### src/hw/rtl/sqt_pkg.sv
`timescale 1ns / 1ps
`default_nettype none
// ----------------------------------------------------------------------------
// sqt_pkg - shared types and constants of the scan-code queue translator
// Queue geometry, scan-code constants, command codes and the set 1 character
// ROM with its lookup helpers.
// ----------------------------------------------------------------------------
package sqt_pkg;

	// queue geometry
	localparam int QUEUE_DEPTH = 64;
	localparam int PTR_W       = (QUEUE_DEPTH > 1) ? $clog2(QUEUE_DEPTH) : 1;
	localparam int CNT_W       = $clog2(QUEUE_DEPTH + 1);
	localparam logic [PTR_W-1:0] PTR_LAST = PTR_W'(QUEUE_DEPTH - 1);
	localparam logic [CNT_W-1:0] CNT_FULL = CNT_W'(QUEUE_DEPTH);

	// command codes
	localparam logic [1:0] CMD_PUSH = 2'd0;
	localparam logic [1:0] CMD_POP  = 2'd1;
	localparam logic [1:0] CMD_READ = 2'd2;

	// scan codes of interest
	localparam logic [7:0] SC_ESC     = 8'h01;
	localparam logic [7:0] SC_LSHIFT  = 8'h2A;
	localparam logic [7:0] SC_RSHIFT  = 8'h36;
	localparam logic [7:0] SC_CAPS    = 8'h3A;
	localparam logic [7:0] SC_LSHIFT_BRK = 8'hAA;
	localparam logic [7:0] SC_RSHIFT_BRK = 8'hB6;
	localparam logic [7:0] ROM_SIZE   = 8'd58;

	// character ROM, {upper, lower} per make code; padded to 64 entries
	localparam logic [15:0] CHAR_ROM [64] = '{
		16'h0000, 16'h1B1B, 16'h2131, 16'h4032, 16'h2333, 16'h2434, 16'h2535, 16'h5E36,
		16'h2637, 16'h2A38, 16'h2839, 16'h2930, 16'h5F2D, 16'h2B3D, 16'h0808, 16'h0909,
		16'h5171, 16'h5777, 16'h4565, 16'h5272, 16'h5474, 16'h5979, 16'h5575, 16'h4969,
		16'h4F6F, 16'h5070, 16'h7B5B, 16'h7D5D, 16'h0A0A, 16'h0000, 16'h4161, 16'h5373,
		16'h4464, 16'h4666, 16'h4767, 16'h4868, 16'h4A6A, 16'h4B6B, 16'h4C6C, 16'h3A3B,
		16'h2227, 16'h7E60, 16'h0000, 16'h7C5C, 16'h5A7A, 16'h5878, 16'h4363, 16'h5676,
		16'h4262, 16'h4E6E, 16'h4D6D, 16'h3C2C, 16'h3E2E, 16'h3F2F, 16'h0000, 16'h0000,
		16'h0000, 16'h2020, 16'h0000, 16'h0000, 16'h0000, 16'h0000, 16'h0000, 16'h0000
	};

	// queue control from the sequencer
	typedef struct packed {
		logic       push;
		logic       pop;
		logic [7:0] wdata;
	} q_ctrl_t;

	// queue status back to the sequencer
	typedef struct packed {
		logic       empty;
		logic [7:0] rdata;
	} q_stat_t;

	// one result transaction
	typedef struct packed {
		logic       escape_pulse;
		logic       has_events;
		logic       char_valid;
		logic [7:0] char_code;
		logic [7:0] raw_event;
	} result_t;

	// printable make code: 1..57, not a shift key
	function automatic logic is_char_code(input logic [7:0] b);
		return (b != 8'd0) && (b < ROM_SIZE) && (b != SC_LSHIFT) && (b != SC_RSHIFT);
	endfunction

	function automatic logic [7:0] rom_char(input logic [7:0] b, input logic upper);
		logic [15:0] entry;
		entry = CHAR_ROM[b[5:0]];
		return upper ? entry[15:8] : entry[7:0];
	endfunction

endpackage
`default_nettype wire

### src/hw/rtl/scancode_queue_translator.sv
`timescale 1ns / 1ps
`default_nettype none
// ----------------------------------------------------------------------------
// scancode_queue_translator - keyboard event queue with set 1 translation
// Input channel s_*: one command per transaction (push, pop raw, read char).
// Output channel m_*: exactly one result transaction per command.
// Timing: a command is taken when s_tready is high, which is only while no
// command is in progress. The command is registered, then executed: a push,
// an unused command or a read of an empty ring completes in the execute
// state; a raw pop issues the pop there and completes in the pop-data state
// from the ring's registered read port; a read-char drains bytes one by one,
// each through the ring's registered read port and the code check, and ends
// on the first character or when the ring runs out, with an empty result.
// s_tready returns in the same cycle as m_tvalid rises.
// Back-pressure: a finished result sits in the output register until taken;
// the next command is accepted meanwhile, but it cannot complete until the
// register is free.
// Reset: arst_n clears the ring's slots and count, shift and caps lock and
// the output valid. Ring contents are not cleared; no clearing pass is run.
// ----------------------------------------------------------------------------
module scancode_queue_translator (
	input  wire logic        clk,
	input  wire logic        arst_n,
	input  wire logic        s_tvalid,
	output logic             s_tready,
	input  wire logic [7:0]  s_tdata,  // [7:0] scancode
	input  wire logic [1:0]  s_tuser,  // [1:0] cmd
	output logic             m_tvalid,
	input  wire logic        m_tready,
	output logic [23:0]      m_tdata,  // [7:0] raw_event, [15:8] char_code,
	                                   // [16] has_events, [17] escape_pulse
	output logic             m_tuser   // [0] char_valid
);

	sqt_pkg::q_ctrl_t q_ctrl;
	sqt_pkg::q_stat_t q_stat;
	sqt_pkg::result_t res;

	sqt_seq u_seq (
		.clk         (clk),
		.arst_n      (arst_n),
		.in_valid    (s_tvalid),
		.in_ready    (s_tready),
		.in_cmd      (s_tuser),
		.in_scancode (s_tdata),
		.out_valid   (m_tvalid),
		.out_ready   (m_tready),
		.out_res     (res),
		.q_ctrl      (q_ctrl),
		.q_stat      (q_stat)
	);

	sqt_queue u_queue (
		.clk    (clk),
		.arst_n (arst_n),
		.ctrl   (q_ctrl),
		.stat   (q_stat)
	);

	// result packing
	assign m_tdata = {6'd0, res.escape_pulse, res.has_events, res.char_code, res.raw_event};
	assign m_tuser = res.char_valid;

endmodule
`default_nettype wire

### src/hw/rtl/sqt_queue.sv
`timescale 1ns / 1ps
`default_nettype none
// ----------------------------------------------------------------------------
// sqt_queue - overwriting ring buffer of scan-code bytes
// One write port and one registered read port. A push into a full ring
// drops the oldest byte. Pops are only issued when the ring holds data.
// ----------------------------------------------------------------------------
module sqt_queue (
	input  wire logic            clk,
	input  wire logic            arst_n,
	input  wire sqt_pkg::q_ctrl_t ctrl,
	output sqt_pkg::q_stat_t     stat
);

	logic [7:0]                mem_q [sqt_pkg::QUEUE_DEPTH];
	logic [sqt_pkg::PTR_W-1:0] wr_q;
	logic [sqt_pkg::PTR_W-1:0] rd_q;
	logic [sqt_pkg::CNT_W-1:0] cnt_q;
	logic [7:0]                rdata_q;
	logic [sqt_pkg::PTR_W-1:0] wr_next;
	logic [sqt_pkg::PTR_W-1:0] rd_next;

	// wrapping slot increment
	assign wr_next = (wr_q == sqt_pkg::PTR_LAST) ? '0 : wr_q + 1'b1;
	assign rd_next = (rd_q == sqt_pkg::PTR_LAST) ? '0 : rd_q + 1'b1;

	// storage with registered read
	always_ff @(posedge clk) begin
		if (ctrl.push) begin
			mem_q[wr_q] <= ctrl.wdata;
		end
		if (ctrl.pop) begin
			rdata_q <= mem_q[rd_q];
		end
	end

	// slots and fill count
	always_ff @(posedge clk or negedge arst_n) begin
		if (!arst_n) begin
			wr_q  <= '0;
			rd_q  <= '0;
			cnt_q <= '0;
		end else if (ctrl.push) begin
			wr_q <= wr_next;
			if (cnt_q != sqt_pkg::CNT_FULL) begin
				cnt_q <= cnt_q + 1'b1;
			end else begin
				rd_q <= rd_next;
			end
		end else if (ctrl.pop) begin
			rd_q  <= rd_next;
			cnt_q <= cnt_q - 1'b1;
		end
	end

	assign stat.empty = (cnt_q == '0);
	assign stat.rdata = rdata_q;

endmodule
`default_nettype wire

### src/hw/rtl/sqt_seq.sv
`timescale 1ns / 1ps
`default_nettype none
// ----------------------------------------------------------------------------
// sqt_seq - command sequencer of the scan-code queue translator
// Runs one command at a time against the queue, tracks shift and caps lock,
// walks the queue for a read-char command and holds the result register.
// ----------------------------------------------------------------------------
module sqt_seq (
	input  wire logic            clk,
	input  wire logic            arst_n,
	input  wire logic            in_valid,
	output logic                 in_ready,
	input  wire logic [1:0]      in_cmd,
	input  wire logic [7:0]      in_scancode,
	output logic                 out_valid,
	input  wire logic            out_ready,
	output sqt_pkg::result_t     out_res,
	output sqt_pkg::q_ctrl_t     q_ctrl,
	input  wire sqt_pkg::q_stat_t q_stat
);

	localparam logic [1:0] ST_IDLE = 2'd0;
	localparam logic [1:0] ST_EXEC = 2'd1;
	localparam logic [1:0] ST_POPD = 2'd2;
	localparam logic [1:0] ST_CHK  = 2'd3;

	logic [1:0]       state_q, state_d;
	logic [1:0]       cmd_q;
	logic [7:0]       sc_q;
	logic             shift_q, shift_d;
	logic             caps_q, caps_d;
	logic             out_valid_q;
	sqt_pkg::result_t res_q, res_d;
	logic             commit;
	logic             out_free;

	assign out_free = !out_valid_q || out_ready;
	assign in_ready = (state_q == ST_IDLE);

	// sequencer
	always_comb begin
		state_d      = state_q;
		shift_d      = shift_q;
		caps_d       = caps_q;
		commit       = 1'b0;
		res_d        = '0;
		q_ctrl.push  = 1'b0;
		q_ctrl.pop   = 1'b0;
		q_ctrl.wdata = sc_q;
		unique case (state_q)
			ST_IDLE: begin
				if (in_valid) begin
					state_d = ST_EXEC;
				end
			end
			ST_EXEC: begin
				case (cmd_q) inside
					sqt_pkg::CMD_PUSH: begin
						if (out_free) begin
							q_ctrl.push      = 1'b1;
							commit           = 1'b1;
							res_d.has_events = 1'b1;
							if (sc_q == sqt_pkg::SC_LSHIFT || sc_q == sqt_pkg::SC_RSHIFT) begin
								shift_d = 1'b1;
							end else if (sc_q == sqt_pkg::SC_LSHIFT_BRK
									|| sc_q == sqt_pkg::SC_RSHIFT_BRK) begin
								shift_d = 1'b0;
							end else if (sc_q == sqt_pkg::SC_CAPS) begin
								caps_d = !caps_q;
							end else if (sc_q == sqt_pkg::SC_ESC) begin
								res_d.escape_pulse = 1'b1;
							end
							state_d = ST_IDLE;
						end
					end
					sqt_pkg::CMD_POP, sqt_pkg::CMD_READ: begin
						if (!q_stat.empty) begin
							q_ctrl.pop = 1'b1;
							state_d    = (cmd_q == sqt_pkg::CMD_POP) ? ST_POPD : ST_CHK;
						end else if (out_free) begin
							// nothing queued: empty result
							commit  = 1'b1;
							state_d = ST_IDLE;
						end
					end
					default: begin
						if (out_free) begin
							commit           = 1'b1;
							res_d.has_events = !q_stat.empty;
							state_d          = ST_IDLE;
						end
					end
				endcase
			end
			ST_POPD: begin
				if (out_free) begin
					commit           = 1'b1;
					res_d.raw_event  = q_stat.rdata;
					res_d.has_events = !q_stat.empty;
					state_d          = ST_IDLE;
				end
			end
			ST_CHK: begin
				if (sqt_pkg::is_char_code(q_stat.rdata)) begin
					if (out_free) begin
						commit           = 1'b1;
						res_d.char_valid = 1'b1;
						res_d.char_code  = sqt_pkg::rom_char(q_stat.rdata, shift_q | caps_q);
						res_d.has_events = !q_stat.empty;
						state_d          = ST_IDLE;
					end
				end else begin
					// not a character: discard and fetch the next byte
					state_d = ST_EXEC;
				end
			end
			default: begin
				state_d = ST_IDLE;
			end
		endcase
	end

	// control state
	always_ff @(posedge clk or negedge arst_n) begin
		if (!arst_n) begin
			state_q     <= ST_IDLE;
			shift_q     <= 1'b0;
			caps_q      <= 1'b0;
			out_valid_q <= 1'b0;
		end else begin
			state_q <= state_d;
			shift_q <= shift_d;
			caps_q  <= caps_d;
			if (commit) begin
				out_valid_q <= 1'b1;
			end else if (out_ready) begin
				out_valid_q <= 1'b0;
			end
		end
	end

	// command capture and result register
	always_ff @(posedge clk) begin
		if (in_valid && in_ready) begin
			cmd_q <= in_cmd;
			sc_q  <= in_scancode;
		end
		if (commit) begin
			res_q <= res_d;
		end
	end

	assign out_valid = out_valid_q;
	assign out_res   = res_q;

endmodule
`default_nettype wire

### config.mk
export PLATFORM = sky130hd
export DESIGN_NAME = scancode_queue_translator
export DESIGN_NICKNAME = d
export VERILOG_FILES = /design/src/hw/rtl/sqt_pkg.sv /design/src/hw/rtl/scancode_queue_translator.sv /design/src/hw/rtl/sqt_queue.sv /design/src/hw/rtl/sqt_seq.sv
export SDC_FILE = /design/constraint.sdc
export NUM_CORES = 1
export LEC_CHECK = 0
export BUFFER_PORTS_ARGS = -buffer_cell sky130_fd_sc_hd__buf_2
export CORE_ASPECT_RATIO = 1.2
export CORE_UTILIZATION = 54
export CTS_CLUSTER_SIZE = 20
export DETAILED_ROUTE_END_ITERATION = 6
export HOLD_SLACK_MARGIN = 0.15
export PLACE_DENSITY = 0.7
export SLEW_MARGIN = 40
export SYNTH_ARGS = -nofsm -noshare
export SYNTH_HDL_FRONTEND = slang
export SYNTH_SLANG_ARGS = --single-unit
export TNS_END_PERCENT = 1
### constraint.sdc
create_clock -name clk -period 4.6 [get_ports clk]
set_clock_uncertainty 0.2 [all_clocks]
set_input_delay 0.69 -clock clk [delete_from_list [all_inputs] [get_ports clk]]
set_output_delay 0.69 -clock clk [all_outputs]
set_load 0.02 [all_outputs]
# Word-level counts from Yosys, hierarchy flattened
# Memory sizes are Yosys's and may differ from the RTL's. A register that Yosys moved wholly into a read port is not among the register bits.
# Cells that the tools add are included.
dict set report classes {
  n_reduce_logical 26
  addsub 4
  bitwise_logic 7
  n_mux 44
  n_eq_ne 19
  order_cmp 2
}
# operator n
set ops {}
lappend ops {{16-bit 2-to-1 mux} 2}
lappend ops {{6-bit 2-to-1 mux} 5}
lappend ops {{8-bit by 6-bit == test with 1-bit output (second input constant)} 3}
lappend ops {{1-bit 2-to-1 mux} 21}
lappend ops {{7-bit 2-to-1 mux} 3}
lappend ops {{10-bit 2-to-1 mux} 2}
lappend ops {{8-bit == test (second input constant)} 2}
lappend ops {{8-bit by 6-bit != test with 1-bit output (second input constant)} 2}
lappend ops {{2-bit 2-to-1 mux} 7}
lappend ops {{6-bit by 1-bit adder with 6-bit output (second input constant)} 2}
lappend ops {{6-bit == test (second input constant)} 2}
lappend ops {{8-bit by 1-bit == test with 1-bit output (second input constant)} 1}
lappend ops {{8-bit by 6-bit less-than comparator with 1-bit output (second input constant)} 1}
lappend ops {{8-bit 2-to-1 mux} 1}
lappend ops {{2-bit case mux with 4 select lines} 1}
lappend ops {{2-bit AND reduction} 4}
lappend ops {{8-bit nonzero test} 1}
lappend ops {{7-bit by 1-bit adder with 7-bit output (second input constant)} 1}
lappend ops {{7-bit greater-or-equal comparator (second input constant)} 1}
lappend ops {{7-bit zero test} 1}
lappend ops {{7-bit != test (second input constant)} 1}
lappend ops {{6-bit inverter with 7-bit output} 1}
lappend ops {{7-bit by 1-bit subtractor with 7-bit output (second input constant)} 1}
lappend ops {{2-bit == test (second input constant)} 3}
lappend ops {{16 further kinds} 33}
dict set report totals {
  mem_bits_ro 1024
  out_inout_bits 27
  regBits 53
  mem_bits_rw 512
  inputBits 14
  word_cells 118
  n_memories 2
}
# memory words width read_ports rd_ports_with_merged_regs wr line
set mem_list {}
lappend mem_list {{(no name shown)} 64 16 1 0 0 sqt_pkg.sv:72} ;# entry = CHAR_ROM[b[5:0]];
lappend mem_list {u_queue.mem_q 64 8 1 1 1 sqt_queue.sv:15} ;# logic [7:0] mem_q [sqt_pkg::QUEUE_DEPTH];

# Logic depth before layout (Yosys ltp)
# Gate-level depths: netlist (run 1).
dict set report logic_depth {
  depth_word 8
  ltp_mapped 10
  ltp_nobuf 10
}

# By module
# From an unflattened synthesis (run 1), not the netlist that was laid out.
dict set report hier_totals {
  cells_unflattened 1331
  hier_area_um2 23861.6
}
# mod area_each_um2 cells_each instances seq_area_each_um2
set by_module_without_submodules {}
lappend by_module_without_submodules {sqt_queue 21360.5 1052 1 16090.4}
lappend by_module_without_submodules {sqt_seq 2452.4 272 1 965.9}
lappend by_module_without_submodules {scancode_queue_translator 48.8 7 1 0.0}

# Worst setup path before layout (run 1)
# No wires, ideal clock.
dict set report synth_path {
  path_kind {register -> register}
  from {register u_queue.rdata_q[1], read port of u_queue.mem_q}
  to {register u_seq.res_q, in the netlist u_seq.out_res[0] (enable)}
  arrival_time_ps 3213
  path_slack_ps 788
  required_time_ps 4001
  stages_incl_launch_ff 9
  path_cell_list {edfxtp_1 > clkbuf_1 > inv_1 > ha_1 > nand2b_1 > o31ai_1 > a2111oi_0 > o21ai_0 > a21oi_1}
}
dict set report synth_via {
  elab_chain_cells 6
  word_cells_on_any_way 9
  cone_classes {order compare: 1; eq/ne: 2; mux: 2; reduce/logical: 4}
}
# item line
set synth_rtl {}
lappend synth_rtl {{start: declaration} sqt_queue.sv:19} ;# logic [7:0] rdata_q;
lappend synth_rtl {{8-bit by 6-bit less-than comparator with 1-bit output / 8-bit nonzero test (equally long branches)} sqt_pkg.sv:67} ;# return (b != 8'd0) && (b < ROM_SIZE) && (b != SC_LSHIFT) && (b != SC_RSHIFT);
lappend synth_rtl {{1-bit logical AND (2 in series)} sqt_pkg.sv:67}
lappend synth_rtl {{1-bit logical AND *} sqt_pkg.sv:67}
lappend synth_rtl {{1-bit 2-to-1 mux *} sqt_seq.sv:104} ;# if (sqt_pkg::is_char_code(q_stat.rdata)) begin
lappend synth_rtl {{1-bit case mux with 3 select lines *} sqt_seq.sv:50} ;# unique case (state_q)
lappend synth_rtl {{net u_seq.commit} sqt_seq.sv:34} ;# logic commit;
lappend synth_rtl {{end signal: assignment} sqt_seq.sv:149} ;# res_q <= res_d;
lappend synth_rtl {{end: declaration} sqt_seq.sv:33} ;# sqt_pkg::result_t res_q, res_d;
# The timed path passes the listed nets; every way through them passes the cells marked *.
# A chain may end at the register's enable or synchronous reset.

# Worst setup path after layout (run 1)
dict set report layout_path {
  from {register u_queue.rdata_q[1], read port of u_queue.mem_q}
  to {register u_seq.res_q, in the netlist u_seq.out_res[10], data pin}
}
dict set report layout_via {
  elab_chain_cells 5
  word_cells_on_any_way 13
  cone_classes {order compare: 1; eq/ne: 2; mux: 3; bitwise: 1; reduce/logical: 5; memory: 1}
}
# item line
set layout_rtl {}
lappend layout_rtl {{6-bit inverter with 7-bit output (implied by the code), or another cell as far along} sqt_pkg.sv:72}
lappend layout_rtl {{memory 64 x 16 bit / 1-bit logical AND (equally long branches)} --}
lappend layout_rtl {{16-bit 2-to-1 mux (implied by the code) / 1-bit logical AND (equally long branches) (2 in series)} {sqt_pkg.sv:72, sqt_pkg.sv:67}}
lappend layout_rtl {{8-bit 2-to-1 mux / 3-bit AND reduction (equally long branches)} --}
# Several ways; a longest one is shown, not always the timed one. The select of a mux whose other input is x is not followed.

==> results of run 1 <==
[through the flow]
step	instances	worst slack (ps)	power (mW)	area, µm²
floorplan	1332	788	9.90	23700
global placement	1868	951	11.3	24400
detailed placement	1870	914	11.4	24500
CTS	1985	964	15.9	26400
global route	1986	717	16.5	26500
finish	1986	937	15.9	26500
[metal layers]
| layer | routed length (µm) | GRT usage [%] |
|---|---|---|
| met1 | 21500 | 33.9 |
| met2 | 27800 | 41.9 |
| met3 | 3800 | 4.39 |
| met4 | 1930 | 9.72 |
| met5 | 0 | 0 |
[flip-flops by register name, indices dropped and copies added, names as in the netlist, 2 cells and up]
signal,cells
u_queue.cnt_q,7
u_queue.rdata_q,8
u_seq.cmd_q,2
u_queue.rd_q,6
u_queue.wr_q,6
u_seq.sc_q,8
u_seq.out_res,18
u_seq.state_q,2
u_queue.mem_q,512
[kinds of logic after synthesis]
group / Yosys count / share of synthesized area, %
AOI/OAI and AO/OA: 187 / 5.70
xor gates and xnor gates: 10 / 0.370
adders and majority gates: 23 / 1.25
buffers and inverters: 101 / 1.96
DFF: 572 / 72.1
muxes: 167 / 13.3
other: 1 / 0.0158
and+or+nand+nor: 265 / 5.40
[cell type report]
class	count	area, µm²
multi-input combinational	659	6200
inverter	19	71.3
sequential	572	17100
timing repair buffer	80	619
fill	3053	16500
clock inverter	44	409
tap	552	691
clock buffer	60	1420
[placed cells by master, fill, tap and decap left out, types with 10 or more instances in the layout]
cell / n
nand2_1: 46
dfrtp_1: 20
a211oi_1: 10
mux2i_1: 37
buf_4: 28
edfxtp_1: 548
clkinvlp_4: 12
a21oi_1: 21
inv_1: 19
nor2_1: 95
nand2b_1: 14
buf_2: 33
nand3_1: 20
nor2b_1: 16
mux4_2: 115
nor3_1: 24
ha_1: 22
a22oi_1: 13
mux2_2: 13
clkbuf_16: 56
dlygate4sd3_1: 11
o21ai_0: 26
o22ai_1: 26
o211ai_1: 12
[how the worst max path moves through the flow]
stage | startpoint | to | slack (ps)
finish | u_queue.rdata_q[1] | u_seq.out_res[10] | 940
global route | u_queue.rdata_q[1] | u_seq.out_res[14] | 720
CTS | u_queue.rdata_q[1] | u_seq.out_res[14] | 960
detailed placement | m_tready | u_queue.mem_q[14][3] | 910
global placement | m_tready | u_queue.mem_q[14][5] | 950
floorplan | u_queue.rdata_q[1] | u_seq.out_res[0] | 790
[what timing repair did]
action                    4_1_cts  5_1_grt
buffers inserted                0        0
hold endpoints to repair       34        0
hold buffers                   11        0
[report_power, final]
| group | switching [mW] | internal, mW | total (mW) | leakage [nW] |
|---|---|---|---|---|
| Sequential | 0.518 | 6.22 | 6.74 | 5.23 |
| Combinational | 2.65 | 1.97 | 4.61 | 2.47 |
| Clock | 2.00 | 2.53 | 4.54 | 0.859 |
| Total | 5.17 | 10.7 | 15.9 | 8.56 |
==> run metrics, run 1 <==
TritonCTS buffer count=55; Critical Path AT=3870 ps; RSZ-0062 raised after global routing=false; #FFs+latches synth=572; final wirelength=55000 µm; via/cell ratio=6.45; cts repair resizes=0; final number of hold-violating endpoints=0; final setup fails=0; CTS clock-pin slew for the worst setup and hold paths=70 ps; mapped cell area=23700 µm²; P_leak=8.56 nW; DRC viols=21; ant diodes=0; clock buffer depth=3; Root Driver=clkbuf_16; gr usage total=25.4%; share of layout cells above drive strength 1=22.2%; Max Slew Vio Count=0; setup TNS=0 ps; most common cell in the synthesized netlist=edfxtp_1; r2r endpoint=u_seq.out_res[10]; Hold Crit Endpoint=u_seq.caps_q; peak supply drop=356 µV; Max Fclk=273 MHz; H-tree depth=2; initial antenna violation count=0; final net count=1424; first-pass GRT wire length=81800 µm; Hold WC Path Type=flip-flop to flip-flop; initial core utilization=55.1%; Post-synth EDFFs=548; crit path kind=flip-flop to flip-flop; WP depth=8; # rows=83; share of the synthesized area in the top cell type=69.5%; total die area=44700 µm²; DR vias=12800; worst slew pin tran=887 ps; fin crit share=79.6%; Routed WL per cell=27.7 µm; register area share after synthesis=72.1%; DP Wirelength=34200 µm; Max stage delay cell, worst path=edfxtp_1; core area=43000 µm²; YS warnings=0; final core occ=61.6%; Worst EP required=4810 ps; GRT Residual Overflow=0; largest net degree at the start of global routing=68; r2r worst-path depth=8; gpl congestion=0.898; Area Growth Syn to Fin=11.9%; IO Port Bufs=33; Most used DFF post-synth=edfxtp_1; status=finished with violations; RR Startpoint=u_queue.rdata_q[1]; Post-DRT Antenna Nets=0; CTS tree=done; Detailed Routing Iterations Pass 1=7; Crit path largest cell delay=750 ps; Worst Path Max Fanout=15; Avg Cell Area, Syn=17.9 µm²; IO Pins=41; Unique masters post-synth=67; Max-slew headroom=39.3%; reg2reg setup slack=940 ps; family with the most delay on the worst path=compound AO/OA/AOI/OAI gates; Final Critical Period=3660 ps; failing checks=design-rule violations; Setup crit end kind=flip-flop; MaxCap Viol Count=0; Horiz. Die Dim=193 µm; ys async rst share=4.20%; Area contributors post-synth=edfxtp_1 70%, mux4_2 11%, dfrtp_1 2.5%; Die H=231 µm; CP cell instances=inv_1, ha_1, nand2b_1, o31ai_1, a2111oi_0, buf_4, nand4_1, a311oi_1; DRT iter0 DRCs=1347; hold path startpoint=u_seq.caps_q; CP Buf/Inv Count=2; clk sinks=572; list of most frequent post-synthesis cells=548 x edfxtp_1, 115 x mux4_2, 100 x nor2_1, 46 x nand2_1, 37 x mux2i_1; hold depth=1; Worst Setup Start Kind=flip-flop; Worst Hold Slack=303 ps; largest area contributor in the netlist=edfxtp_1; Power Dens Cells=600 nW/µm²; vias in the first global route=13000; worst-skew pair later-pin latency=620 ps; Syn Inst Count=1326
No activity file was read; power rests on OpenSTA's default activity.
==> inputs of run 2 (changes only) <==
--- a/config.mk
+++ b/config.mk
@@ -11,7 +11,7 @@
 export CTS_CLUSTER_SIZE = 20
 export DETAILED_ROUTE_END_ITERATION = 6
 export HOLD_SLACK_MARGIN = 0.15
-export PLACE_DENSITY = 0.7
+export PLACE_DENSITY = 0.73
 export SLEW_MARGIN = 40
 export SYNTH_ARGS = -nofsm -noshare
 export SYNTH_HDL_FRONTEND = slang
==> constraint.sdc (replaced) <==
create_clock -name clk -period 3 [get_ports clk]
set_clock_uncertainty 0.2 [all_clocks]
set_input_delay 0.45 -clock clk [delete_from_list [all_inputs] [get_ports clk]]
set_output_delay 0.45 -clock clk [all_outputs]
set_load 0.02 [all_outputs]
==> run 2 against run 1 <==
  * The flow still finishes with violations (design-rule violations)
  * Total power increased by 55%
  * Final cell count up 5.3%
  * Hold slack got worse by 100 ps
  * Setup slack got worse by 790 ps
  * Sequential share of layout area is 1.9 points lower
  * First-iteration DRC count grew 11%
  * Via count rose by 3.1%
  * Clock-buffer cell count rose by 11
  * Clock power is 50% higher
  * Combinational power is 72% higher
  * Register-to-register slack lost 790 ps
  * Routed wire length is 0.33% lower
  * Critical path type unchanged
  * Largest cell class unchanged
==> run metrics, run 2 (synthesized netlist as in run 1, its figures left out) <==
CP cell instances=buf_12, mux4_2, mux2i_1, nor2_1, a2111oi_0, buf_4, nor4_1; IO Pins=41 (unchanged); Worst EP required=3140 ps (-1670 ps); Post-DRT Antenna Nets=0 (unchanged); Routed WL per cell=26.2 µm (-5.3%); Die H=231 µm (unchanged); initial antenna violation count=0 (unchanged); Hold WC Path Type=input port to asynchronous set/reset pin; most common cell after layout, fill and taps aside=edfxtp_1; DRT iter0 DRCs=1494 (+11%); net load switching power=7.86 mW (+52%); Critical Path AT=2990 ps (-880 ps); H-tree depth=2 (unchanged); setup TNS=0 ps (unchanged); final net count=1532 (+7.6%); vias in the first global route=13400 (+3.5%); via/cell ratio=6.31 (-2.1%); Horiz. Die Dim=193 µm (unchanged); largest net degree at the start of global routing=66 (-2.9%); dpl cell area=25400 µm² (+3.6%); CTS tree=done; Comb power frac=32.2% (+3.2 points); first-pass GRT wire length=82500 µm (+0.77%); Max-slew headroom=48.3% (+9.0 points); Worst Setup Start Kind=flip-flop; Worst Path Max Fanout=21 (+6); Max Fclk=350 MHz (+28%); Power Dens Cells=905 nW/µm² (+51%); clk sinks=572 (unchanged); DP Wirelength=36300 µm (+6.1%); Max Slew Vio Count=0 (unchanged); failing checks=design-rule violations; initial core utilization=55.1% (unchanged); RSZ-0062 raised after global routing=true; # rows=83 (unchanged); final number of hold-violating endpoints=0 (unchanged); crit path kind=flip-flop to flip-flop; Switching Share=31.8% (-0.71 points); Detailed Routing Iterations Pass 1=7 (unchanged); Area Growth Syn to Fin=15.3%; number of flip-flops in the largest register=512 (unchanged); IO Port Bufs=33 (unchanged); CTS clock-pin slew for the worst setup and hold paths=60 ps (about the same); worst slew pin tran=775 ps (-112 ps); DRC viols=14 (-33%); final setup fails=0 (unchanged); ant diodes=0 (unchanged); fillcell total=2927 (-4.1%); share of layout cells above drive strength 1=27.1% (+4.9 points); register bank with the most flops=u_queue.mem_q; gpl congestion=0.930 (+3.6%); final core occ=63.5% (+1.9 points); fin crit share=95.2% (+16 points); status=finished with violations; worst-skew pair later-pin latency=600 ps (-20 ps); P_leak=9.12 nW (+6.5%); Pint=16.8 mW (+57%); Max stage delay cell, worst path=dfrtp_4; Crit path largest cell delay=640 ps (-110 ps); clock buffer depth=3 (unchanged); fin area=27300 µm² (+3.0%); Setup crit end kind=flip-flop; gr usage total=25.3% (-0.094 points); Root Driver=clkbuf_16; peak supply drop=487 µV (+37%); DR vias=13200 (+3.1%); Final Critical Period=2860 ps (-805 ps); sequential power share=40.3% (-2.1 points); GRT Residual Overflow=0 (unchanged); dpl cells=1978 (+5.8%); MaxCap Viol Count=0 (unchanged); most frequent cells in the layout=548 x edfxtp_1, 133 x buf_4, 115 x mux4_2; total power=24.7 mW (+55%); Clk pwr share=27.5% (-1.1 points); Layout Cells excl Fill=2091 (+5.3%); core area=43000 µm² (unchanged); total die area=44700 µm² (unchanged); final wirelength=54800 µm (-0.33%); TritonCTS buffer count=55 (unchanged)
-- run 2: cell type report --
| class | instances | area, µm² | share of cell area [%] |
|---|---|---|---|
| inverter | 19 | 71.3 | 0.261 |
| clock inverter | 30 | 285 | 1.05 |
| timing repair buffer | 188 | 1470 | 5.37 |
| sequential | 572 | 17100 | 62.6 |
| clock buffer | 71 | 1480 | 5.42 |
| tap | 552 | 691 | 2.53 |
| multi-input combinational | 659 | 6220 | 22.8 |
-- run 2: metal layers --
metal | routed length (µm) | global-route usage, % | up-vias
met5 | 0 | 0 | -
met4 | 2300 | 11.0 | 0
met3 | 4120 | 5.10 | 137
met2 | 27600 | 41.8 | 650
met1 | 20800 | 32.6 | 6725
li1 | - | - | 5686
-- run 2: stage by stage --
stage | hold WS, ps | setup slack, ps
floorplan | -45.6 | 74.8
detailed placement | 285 | 68.9
finish | 202 | 143
global placement | 278 | 133
CTS | 192 | 47.2
global route | 262 | -11.2
-- run 2: final timing paths --
kind	start	end	slack, ps	depth (start not counted)
setup / recovery	u_queue.rd_q[0]	u_queue.rdata_q[0]	140	7
hold / removal	arst_n	u_queue.cnt_q[1]	200	2
setup reg to reg	u_queue.rd_q[0]	u_queue.rdata_q[0]	140	7
hold reg to reg	u_seq.caps_q	u_seq.caps_q	300	1
max in group asynchronous	arst_n	u_queue.rd_q[0]	1930	2
min in group clk	u_seq.caps_q	u_seq.caps_q	300	1
-- run 2: power groups by stage --
stage               clock network, mW  registers (mW)  logic, mW
floorplan                           0            10.2       4.98
global placement                    0            10.1       7.69
detailed placement                  0            10.1       7.84
CTS                              6.89            9.93       7.90
global route                     7.18            9.99       8.42
finish                           6.80            9.94       7.94
-- run 2: what timing repair did --
item                       4_1_cts  5_1_grt
hold buffers                    12        0
gates resized for setup          1       11
hold endpoints to repair        37        0
pin swaps                        0        2
setup endpoints to repair        8       74
buffers inserted                 0        0
-- run 2: critical path: cells and delay by family (launching register included) --
family	cells	cell delay, ps
AOI/OAI and AO/OA	1	440
buffers and inverters	2	440
DFF	1	640
muxes	2	710
and+or+nand+nor	2	130
